===== config.mk =====
export PLATFORM = sky130hd
export DESIGN_NAME = video_keyframe_detector_top
export DESIGN_NICKNAME = d
export VERILOG_FILES = /design/src/hw/rtl/vkd_pkg.sv /design/src/hw/rtl/vkd_regs.sv /design/src/hw/rtl/vkd_core.sv /design/src/hw/rtl/video_keyframe_detector_top.sv
export VERILOG_INCLUDE_DIRS = /design/src /design/src/hw/rtl
export SDC_FILE = /design/constraint.sdc
export NUM_CORES = 1
export LEC_CHECK = 0
export BUFFER_PORTS_ARGS = -buffer_cell sky130_fd_sc_hd__buf_2
export CORE_UTILIZATION = 60
export CTS_CLUSTER_DIAMETER = 30
export DETAILED_ROUTE_END_ITERATION = 7
export MAX_ROUTING_LAYER = met4
export PLACE_DENSITY = 0.87
export SLEW_MARGIN = 10
export SYNTH_ARGS = -nofsm -noshare
export SYNTH_HDL_FRONTEND = slang
export SYNTH_SLANG_ARGS = --single-unit

===== constraint.sdc =====
create_clock -name clk -period 5.9 [get_ports clk]
set_input_delay 0.59 -clock clk [delete_from_list [all_inputs] [get_ports clk]]
set_output_delay 0.59 -clock clk [all_outputs]
set_load 0.1 [all_outputs]

===== src/hw/rtl/video_keyframe_detector_top_assert.svh =====
// assertion macros shared by the keyframe detector rtl
// each use expects clk and arst_n in the enclosing module
`ifndef VIDEO_KEYFRAME_DETECTOR_TOP_ASSERT_SVH
`define VIDEO_KEYFRAME_DETECTOR_TOP_ASSERT_SVH

`ifndef ASSERT_OFF
`define VKD_ASSERT(label, prop, msg) \
	label: assert property (@(posedge clk) disable iff (!arst_n) prop) else $error(msg);
`define VKD_ASSERT_NEVER(label, expr, msg) \
	`VKD_ASSERT(label, !(expr), msg)
`else
`define VKD_ASSERT(label, prop, msg)
`define VKD_ASSERT_NEVER(label, expr, msg)
`endif

`endif


===== src/hw/rtl/vkd_pkg.sv =====
package vkd_pkg;

	typedef enum logic [1:0] {
		CODEC_H264  = 2'd0,
		CODEC_VP8   = 2'd1,
		CODEC_VP9   = 2'd2,
		CODEC_OTHER = 2'd3
	} codec_t;

	// length-prefix walk phase
	typedef enum logic [1:0] {
		PH_PREFIX = 2'd0,
		PH_HEADER = 2'd1,
		PH_SKIP   = 2'd2
	} phase_t;

	typedef struct packed {
		codec_t     codec;
		logic [2:0] nls;
	} cfg_t;

	// register index taken from paddr[2]
	localparam logic REG_CODEC = 1'b0;
	localparam logic REG_NLS   = 1'b1;

	localparam logic [4:0]  NAL_TYPE_IDR = 5'd5;
	localparam logic [23:0] START_CODE   = 24'h000001;
	localparam logic [23:0] RECENT_INIT  = 24'hFFFFFF;
	localparam logic [2:0]  NLS_MAX      = 3'd4;
	localparam logic [1:0]  VP9_MARKER   = 2'b10;
	localparam logic [1:0]  VP9_PROF3    = 2'b11;

	function automatic logic vp9_key(input logic [7:0] b);
		logic [1:0] profile;
		logic       show_existing;
		logic       frame_type;
		profile = {b[4], b[5]};
		if (profile == VP9_PROF3) begin
			show_existing = b[2];
			frame_type    = b[1];
		end else begin
			show_existing = b[3];
			frame_type    = b[2];
		end
		return (b[7:6] == VP9_MARKER) && !show_existing && !frame_type;
	endfunction

endpackage


===== src/hw/rtl/vkd_regs.sv =====
module vkd_regs (
	input  logic          clk,
	input  logic          arst_n,
	input  logic          psel,
	input  logic          penable,
	input  logic          pwrite,
	input  logic [2:0]    paddr,
	input  logic [31:0]   pwdata,
	output logic [31:0]   prdata,
	output logic          pready,
	output vkd_pkg::cfg_t cfg
);
	import vkd_pkg::*;

	cfg_t cfg_q;
	logic wr_en;

	assign wr_en  = psel && penable && pwrite;
	assign pready = 1'b1;
	assign cfg    = cfg_q;

	always_ff @(posedge clk or negedge arst_n) begin
		if (!arst_n) begin
			cfg_q.codec <= CODEC_H264;
			cfg_q.nls   <= 3'd0;
		end else if (wr_en) begin
			unique case (paddr[2])
				REG_CODEC: cfg_q.codec <= codec_t'(pwdata[1:0]);
				REG_NLS:   cfg_q.nls   <= pwdata[2:0];
				default:   ;
			endcase
		end
	end

	always_comb begin
		unique case (paddr[2])
			REG_CODEC: prdata = {30'd0, cfg_q.codec};
			REG_NLS:   prdata = {29'd0, cfg_q.nls};
			default:   prdata = 32'd0;
		endcase
	end

endmodule


===== src/hw/rtl/vkd_core.sv =====
`include "video_keyframe_detector_top_assert.svh"

module vkd_core #(
	parameter int PACKET_SIZE_BITS = 24
) (
	input  logic                        clk,
	input  logic                        arst_n,
	input  vkd_pkg::cfg_t               cfg,
	input  logic                        advance,
	input  logic [7:0]                  data_byte,
	input  logic [PACKET_SIZE_BITS-1:0] packet_size,
	input  logic                        last_byte,
	input  logic                        demux_key,
	output logic                        verdict
);
	import vkd_pkg::*;

	localparam int P = PACKET_SIZE_BITS;

	logic [P-1:0]  pos_q, pos_d;
	logic [23:0]   recent_q, recent_d;
	logic          found_q, found_d;
	logic          stopped_q, stopped_d;
	phase_t        phase_q, phase_d;
	logic [31:0]   acc_q, acc_d;
	logic [2:0]    pref_q, pref_d;
	logic [31:0]   skip_q, skip_d;

	logic          in_range;
	logic          is_idr;
	logic [2:0]    nls_eff;
	logic [P:0]    pos_plus_nls;
	logic [32:0]   nal_end;
	logic [31:0]   acc_shift;
	logic [2:0]    pref_inc;

	always_comb begin
		pos_d     = pos_q;
		recent_d  = recent_q;
		found_d   = found_q;
		stopped_d = stopped_q;
		phase_d   = phase_q;
		acc_d     = acc_q;
		pref_d    = pref_q;
		skip_d    = skip_q;

		in_range     = pos_q < packet_size;
		is_idr       = data_byte[4:0] == NAL_TYPE_IDR;
		nls_eff      = (cfg.nls > NLS_MAX) ? NLS_MAX : cfg.nls;
		pos_plus_nls = {1'b0, pos_q} + {{(P-2){1'b0}}, nls_eff};
		acc_shift    = {acc_q[23:0], data_byte};
		pref_inc     = pref_q + 3'd1;
		nal_end      = {{(33-P){1'b0}}, pos_q} + 33'd1 + {1'b0, acc_shift};

		if (in_range) begin
			case (cfg.codec)
				CODEC_H264: begin
					if (nls_eff == 3'd0) begin
						// annex-b: idr header right after a start code
						if (recent_q == START_CODE && is_idr)
							found_d = 1'b1;
					end else if (!stopped_q && !found_q) begin
						unique case (phase_q)
							PH_HEADER: begin
								if (is_idr) begin
									found_d   = 1'b1;
									stopped_d = 1'b1;
								end else begin
									phase_d = (skip_q != 32'd0) ? PH_SKIP : PH_PREFIX;
								end
							end
							PH_SKIP: begin
								skip_d = skip_q - 32'd1;
								if (skip_d == 32'd0)
									phase_d = PH_PREFIX;
							end
							default: begin
								phase_d = PH_PREFIX;
								if (pref_q == 3'd0 && pos_plus_nls > {1'b0, packet_size}) begin
									stopped_d = 1'b1;
								end else begin
									acc_d  = acc_shift;
									pref_d = pref_inc;
									if (pref_inc >= nls_eff) begin
										pref_d = 3'd0;
										acc_d  = 32'd0;
										if (acc_shift == 32'd0 ||
											nal_end > {{(33-P){1'b0}}, packet_size}) begin
											stopped_d = 1'b1;
										end else begin
											skip_d  = acc_shift - 32'd1;
											phase_d = PH_HEADER;
										end
									end
								end
							end
						endcase
					end
				end
				CODEC_VP8: begin
					if (pos_q == '0)
						found_d = ~data_byte[0];
				end
				CODEC_VP9: begin
					if (pos_q == '0)
						found_d = vp9_key(data_byte);
				end
				CODEC_OTHER: ;
				default: ;
			endcase
			recent_d = {recent_q[15:0], data_byte};
		end

		pos_d = (&pos_q) ? pos_q : pos_q + {{(P-1){1'b0}}, 1'b1};

		verdict = (cfg.codec == CODEC_OTHER) ? demux_key : found_d;

		if (last_byte) begin
			pos_d     = '0;
			recent_d  = RECENT_INIT;
			found_d   = 1'b0;
			stopped_d = 1'b0;
			phase_d   = PH_PREFIX;
			acc_d     = 32'd0;
			pref_d    = 3'd0;
			skip_d    = 32'd0;
		end
	end

	always_ff @(posedge clk or negedge arst_n) begin
		if (!arst_n) begin
			pos_q     <= '0;
			recent_q  <= RECENT_INIT;
			found_q   <= 1'b0;
			stopped_q <= 1'b0;
			phase_q   <= PH_PREFIX;
			acc_q     <= 32'd0;
			pref_q    <= 3'd0;
			skip_q    <= 32'd0;
		end else if (advance) begin
			pos_q     <= pos_d;
			recent_q  <= recent_d;
			found_q   <= found_d;
			stopped_q <= stopped_d;
			phase_q   <= phase_d;
			acc_q     <= acc_d;
			pref_q    <= pref_d;
			skip_q    <= skip_d;
		end
	end

	`VKD_ASSERT(a_prefix_no_skip, phase_q == PH_PREFIX |-> skip_q == 32'd0, "skip left in prefix phase")
	`VKD_ASSERT(a_prefix_clear, phase_q != PH_PREFIX |-> pref_q == 3'd0 && acc_q == 32'd0, "prefix state left outside prefix phase")
	`VKD_ASSERT(a_packet_clear, advance && last_byte |=> pos_q == '0 && !found_q && !stopped_q && phase_q == PH_PREFIX, "packet state not cleared")

endmodule


===== src/hw/rtl/video_keyframe_detector_top.sv =====
// channel   dir  transaction                  fields (tdata/tuser from bit 0 up)
// s_axis    in   one packet byte              tdata: data_byte, packet_size; tlast: last_byte;
//                                             tuser: demux_key
// m_axis    out  one verdict per packet       tdata: is_key_frame
// apb       in   register write/read          0x0 codec_select, 0x4 nal_length_size
//
// one byte per cycle bar the stall below: bytes enter an input register, one pass of
// compare and counter logic updates the walk state; the verdict lands in a result register
// the slowest path is the 33-bit nal end add and compare in the length-prefix walk
// reset (arst_n low) clears control state and selects h.264 annex-b
// a waiting verdict only stalls the input when the next byte to finish is also a last byte
`include "video_keyframe_detector_top_assert.svh"

module video_keyframe_detector_top #(
	parameter int PACKET_SIZE_BITS = 24
) (
	input  logic                clk,
	input  logic                arst_n,

	// byte stream in
	input  logic                s_axis_tvalid,
	output logic                s_axis_tready,
	input  logic [((8+PACKET_SIZE_BITS+7)/8)*8-1:0] s_axis_tdata, // data_byte, packet_size, pad
	input  logic                s_axis_tlast,  // last_byte
	input  logic                s_axis_tuser,  // demux_key

	// verdict out
	output logic                m_axis_tvalid,
	input  logic                m_axis_tready,
	output logic [7:0]          m_axis_tdata,  // is_key_frame, pad

	// register port
	input  logic                psel,
	input  logic                penable,
	input  logic                pwrite,
	input  logic [2:0]          paddr,
	input  logic [31:0]         pwdata,
	output logic [31:0]         prdata,
	output logic                pready
);
	import vkd_pkg::*;

	localparam int P = PACKET_SIZE_BITS;

	cfg_t         cfg;

	// input register stage
	logic         valid_s1;
	logic [7:0]   data_s1;
	logic [P-1:0] size_s1;
	logic         last_s1;
	logic         key_s1;

	// result register
	logic         out_valid_q;
	logic         out_key_q;

	logic         advance;
	logic         verdict;

	// hold the byte only when it would finish a packet onto a verdict not yet taken
	assign advance       = valid_s1 && !(last_s1 && out_valid_q && !m_axis_tready);
	assign s_axis_tready = !valid_s1 || advance;

	always_ff @(posedge clk or negedge arst_n) begin
		if (!arst_n)
			valid_s1 <= 1'b0;
		else if (s_axis_tready)
			valid_s1 <= s_axis_tvalid;
	end

	always_ff @(posedge clk) begin
		if (s_axis_tvalid && s_axis_tready) begin
			data_s1 <= s_axis_tdata[7:0];
			size_s1 <= s_axis_tdata[8 +: P];
			last_s1 <= s_axis_tlast;
			key_s1  <= s_axis_tuser;
		end
	end

	vkd_regs u_regs (
		.clk     (clk),
		.arst_n  (arst_n),
		.psel    (psel),
		.penable (penable),
		.pwrite  (pwrite),
		.paddr   (paddr),
		.pwdata  (pwdata),
		.prdata  (prdata),
		.pready  (pready),
		.cfg     (cfg)
	);

	vkd_core #(
		.PACKET_SIZE_BITS (P)
	) u_core (
		.clk         (clk),
		.arst_n      (arst_n),
		.cfg         (cfg),
		.advance     (advance),
		.data_byte   (data_s1),
		.packet_size (size_s1),
		.last_byte   (last_s1),
		.demux_key   (key_s1),
		.verdict     (verdict)
	);

	// verdict register, loaded on the packet's last byte
	always_ff @(posedge clk or negedge arst_n) begin
		if (!arst_n)
			out_valid_q <= 1'b0;
		else if (advance && last_s1)
			out_valid_q <= 1'b1;
		else if (m_axis_tready)
			out_valid_q <= 1'b0;
	end

	always_ff @(posedge clk) begin
		if (advance && last_s1)
			out_key_q <= verdict;
	end

	assign m_axis_tvalid = out_valid_q;
	assign m_axis_tdata  = {7'd0, out_key_q};

	`VKD_ASSERT(a_last_gives_result, advance && last_s1 |=> out_valid_q, "packet end gave no verdict")
	`VKD_ASSERT(a_result_source, $rose(out_valid_q) |-> $past(advance && last_s1), "verdict without packet end")
	`VKD_ASSERT_NEVER(a_no_overwrite, advance && last_s1 && out_valid_q && !m_axis_tready, "pending verdict overwritten")

endmodule

==> qor.csv <==
metric;value;unit
run status;finished clean;
Post-DP HPWL;24700;um
Simple-Gate Fraction of Synth Area;21.1;%
Final #Nets;1664;
Pre-antenna DRT Iters;8;
fill cell count;1617;
final worst setup slack;0.203;ns
vias per cell;6.30;
number of max-cap violations;0;
# Post-CTS Setup Buffers;0;
via count;11100;
Tot GR Track Use;33.3;%
Die Ht;146;um
Slew @ Worst Pin;1.10;ns
crit-path max FO;16;
Pleak;6.02;nW
DP Worst Slack;0.266;ns
internal power;0.00262;W
ys flop type;dfrtp_1;
commonest non-fill, non-tap cell in the layout;nand2_1;
post-route ant nets;0;
min cycle time layout;5.70;ns
Gate power share;43.7;%
crit end category;register;
critical path's largest stage delay;0.46;ns
initial DRC count;827;
number of buffers created by CTS;17;
Final setup viols;0;
Psw;0.00204;W
Max clock buf depth;2;
first-pass GRT wire length;54300;um
Hold/Removal Path Class;in -> async;
Rel. slew slack;26.2;%
Layout area overhead;8.62;%
most frequent cells in the layout;nand2_1, o21ai_0, ha_1, dfrtp_1, nor2_1;
unrepaired setup endpoints after global routing;false;
clk slew on worst S/H paths;0.07;ns
Unique masters post-synth;86;
core area;20200;um^2
WP data arrival;6.01;ns
global route overflow;0;
switching share of power;43.7;%
Core Util, Final;66.4;%
layout cell share with drive strength beyond 1;13.1;%
CTS Root Cell;clkbuf_16;
area leader, netlist;dfrtp_1;
Synth Area in Compound Gates;17.5;%
Synth Register Bits;153;
warning count from the yosys run;0;
CTS Sinks;153;
H-tree levels;4;
crit path from;u_core.pos_q[0];
Cells after Synth;1437;
final critical-path share of the clock period;96.6;%
worst vdd ir;0.233;mV
Power Dens Cells;347;nW/um^2
DRT Wirelength;33400;um
mapped cell area;12400;um^2
Critical-path top delay cell;dfrtp_1;
Clock Power Share;23.6;%
post-synthesis adder-cell area fraction;11.6;%
# rows;52;
clock skew;0.0112;ns
r2r startpoint;u_core.pos_q[0];
Fmax;176;MHz
mux share of post-synthesis cell area;3.20;%
sequential share of power;32.7;%
Buffers on Ports;50;
die extent in x;146;um
Crit Path Class;reg -> reg;
TritonCTS clock tree;done;
number of diodes;0;
largest family of logic cells by synthesized area;simple AND/OR/NAND/NOR gates;
I/O pins;119;
crit start category;register;
Fin. Hold Viols;0;
syn_area_per_cell;8.61;um^2
Wirelength per Cell;19.0;um
post-synth top area share;19.0;%
sequential area share after synthesis;32.6;%
DRC violations left;0;
largest net degree at the start of global routing;62;
Synth Area in XOR/XNOR;7.36;%
worst hold slack;0.244;ns
number of global-route vias before repair;10800;
initial antenna violation count;0;
DIE AREA;21200;um^2
dominant cells by area after synthesis;dfrtp_1, ha_1, edfxtp_1;
Initial Util;61.1;%
number of flops mapped to enable cells by yosys;35;
Skew-Pair Late Insertion Delay;0.44;ns
Fin Setup TNS;0;ns
Slew Viols, Final;0;
Required @ worst endpoint;6.21;ns
GPL Wtd Cong;0.929;
Async S/R FF share, synth;77.1;%
==> power by group through the flow <==
stage / clock network [W] / registers, W / logic [W]
detailed placement: 0 / 0.00153 / 0.00198
global placement: 0 / 0.00152 / 0.00192
CTS: 0.00110 / 0.00151 / 0.00201
finish: 0.00110 / 0.00152 / 0.00204
global route: 0.00114 / 0.00155 / 0.00223
floorplan: 0 / 0.00144 / 0.00156
==> synthesized netlist by cell type, drive strengths merged (48+ instances only) <==
master  number
o21ai      140
xnor2       56
inv         62
ha         111
xor2        48
nor2        91
dfrtp       94
a21oi       76
buf         49
clkbuf      58
nand2      187
nor3        50
==> area by class of cell <==
class	count	area [um^2]	share of cell area, %
clock buffers	22	507	3.77
well taps	270	338	2.51
clock inverters	10	78.8	0.587
multi-input cells	1150	7670	57.1
repair buffers	91	573	4.26
inverters	62	233	1.73
flip-flops and latches	153	4030	30.0
==> kinds of logic after synthesis <==
group	Yosys count
AND/OR/NAND/NOR	520
AO/OA/AOI/OAI	339
buffers and inverters	169
flip-flops	153
adder cells (fa/ha/maj)	113
XOR/XNOR	104
multiplexers	37
other	2
==> flip-flops by register name, summed over array words and instances, names as in the netlist <==
name / flops
data_s1: 8
key_s1: 1
last_s1: 1
m_axis_tvalid: 1
out_key_q: 1
size_s1: 24
u_core.acc_q: 24
u_core.found_q: 1
u_core.phase_q: 2
u_core.pos_q: 24
u_core.pref_q: 3
u_core.recent_q: 24
u_core.skip_q: 32
u_core.stopped_q: 1
u_regs.cfg: 5
valid_s1: 1
==> final timing paths <==
path | to | slack, ns | cells after the start
worst max-delay path | u_core.skip_q[16] | 0.20 | 27
min in group clk | size_s1[14] | 0.32 | 1
max in group asynchronous | u_core.found_q | 4.34 | 2
worst min-delay path | u_core.skip_q[26] | 0.24 | 1
worst max register to register | u_core.skip_q[16] | 0.20 | 27
worst min register to register | u_core.recent_q[7] | 0.51 | 2
==> per-layer routing <==
metal / vias to the layer above / routed length, um / track usage [%] / part of all wire [%]
met2: 490 / 15900 / 52.8 / 48
met1: 5277 / 13600 / 40.7 / 41
met5: - / 0 / - / 0
met4: 0 / 1540 / 17.8 / 4.6
li1: 5197 / - / - / -
met3: 107 / 2370 / 5.55 / 7.1
==> per-stage QoR <==
stage          cells  total power (W)  cell area (um^2)
2_1_floorplan   1472          0.00299             12500
3_3_place_gp    1726          0.00344             12800
3_5_place_dp    1726          0.00351             12800
4_1_cts         1758          0.00462             13400
5_1_grt         1758          0.00492             13400
6_report        1758          0.00466             13400
==> worst max-delay path, delay by kind of cell, from the launching register on <==
kind	cells	cell delay (ns)
simple gates	5	0.65
compound gates	14	2.80
buf+inv	4	0.64
flops	1	0.46
fa+ha+maj	3	0.87
xor+xnor	1	0.15
==> repair_timing <==
action                     in CTS  in global routing
hold buffers                    0                  0
setup endpoints to repair       0                 22
gates resized for setup         0                  2
(Power assumes the default switching activity.)
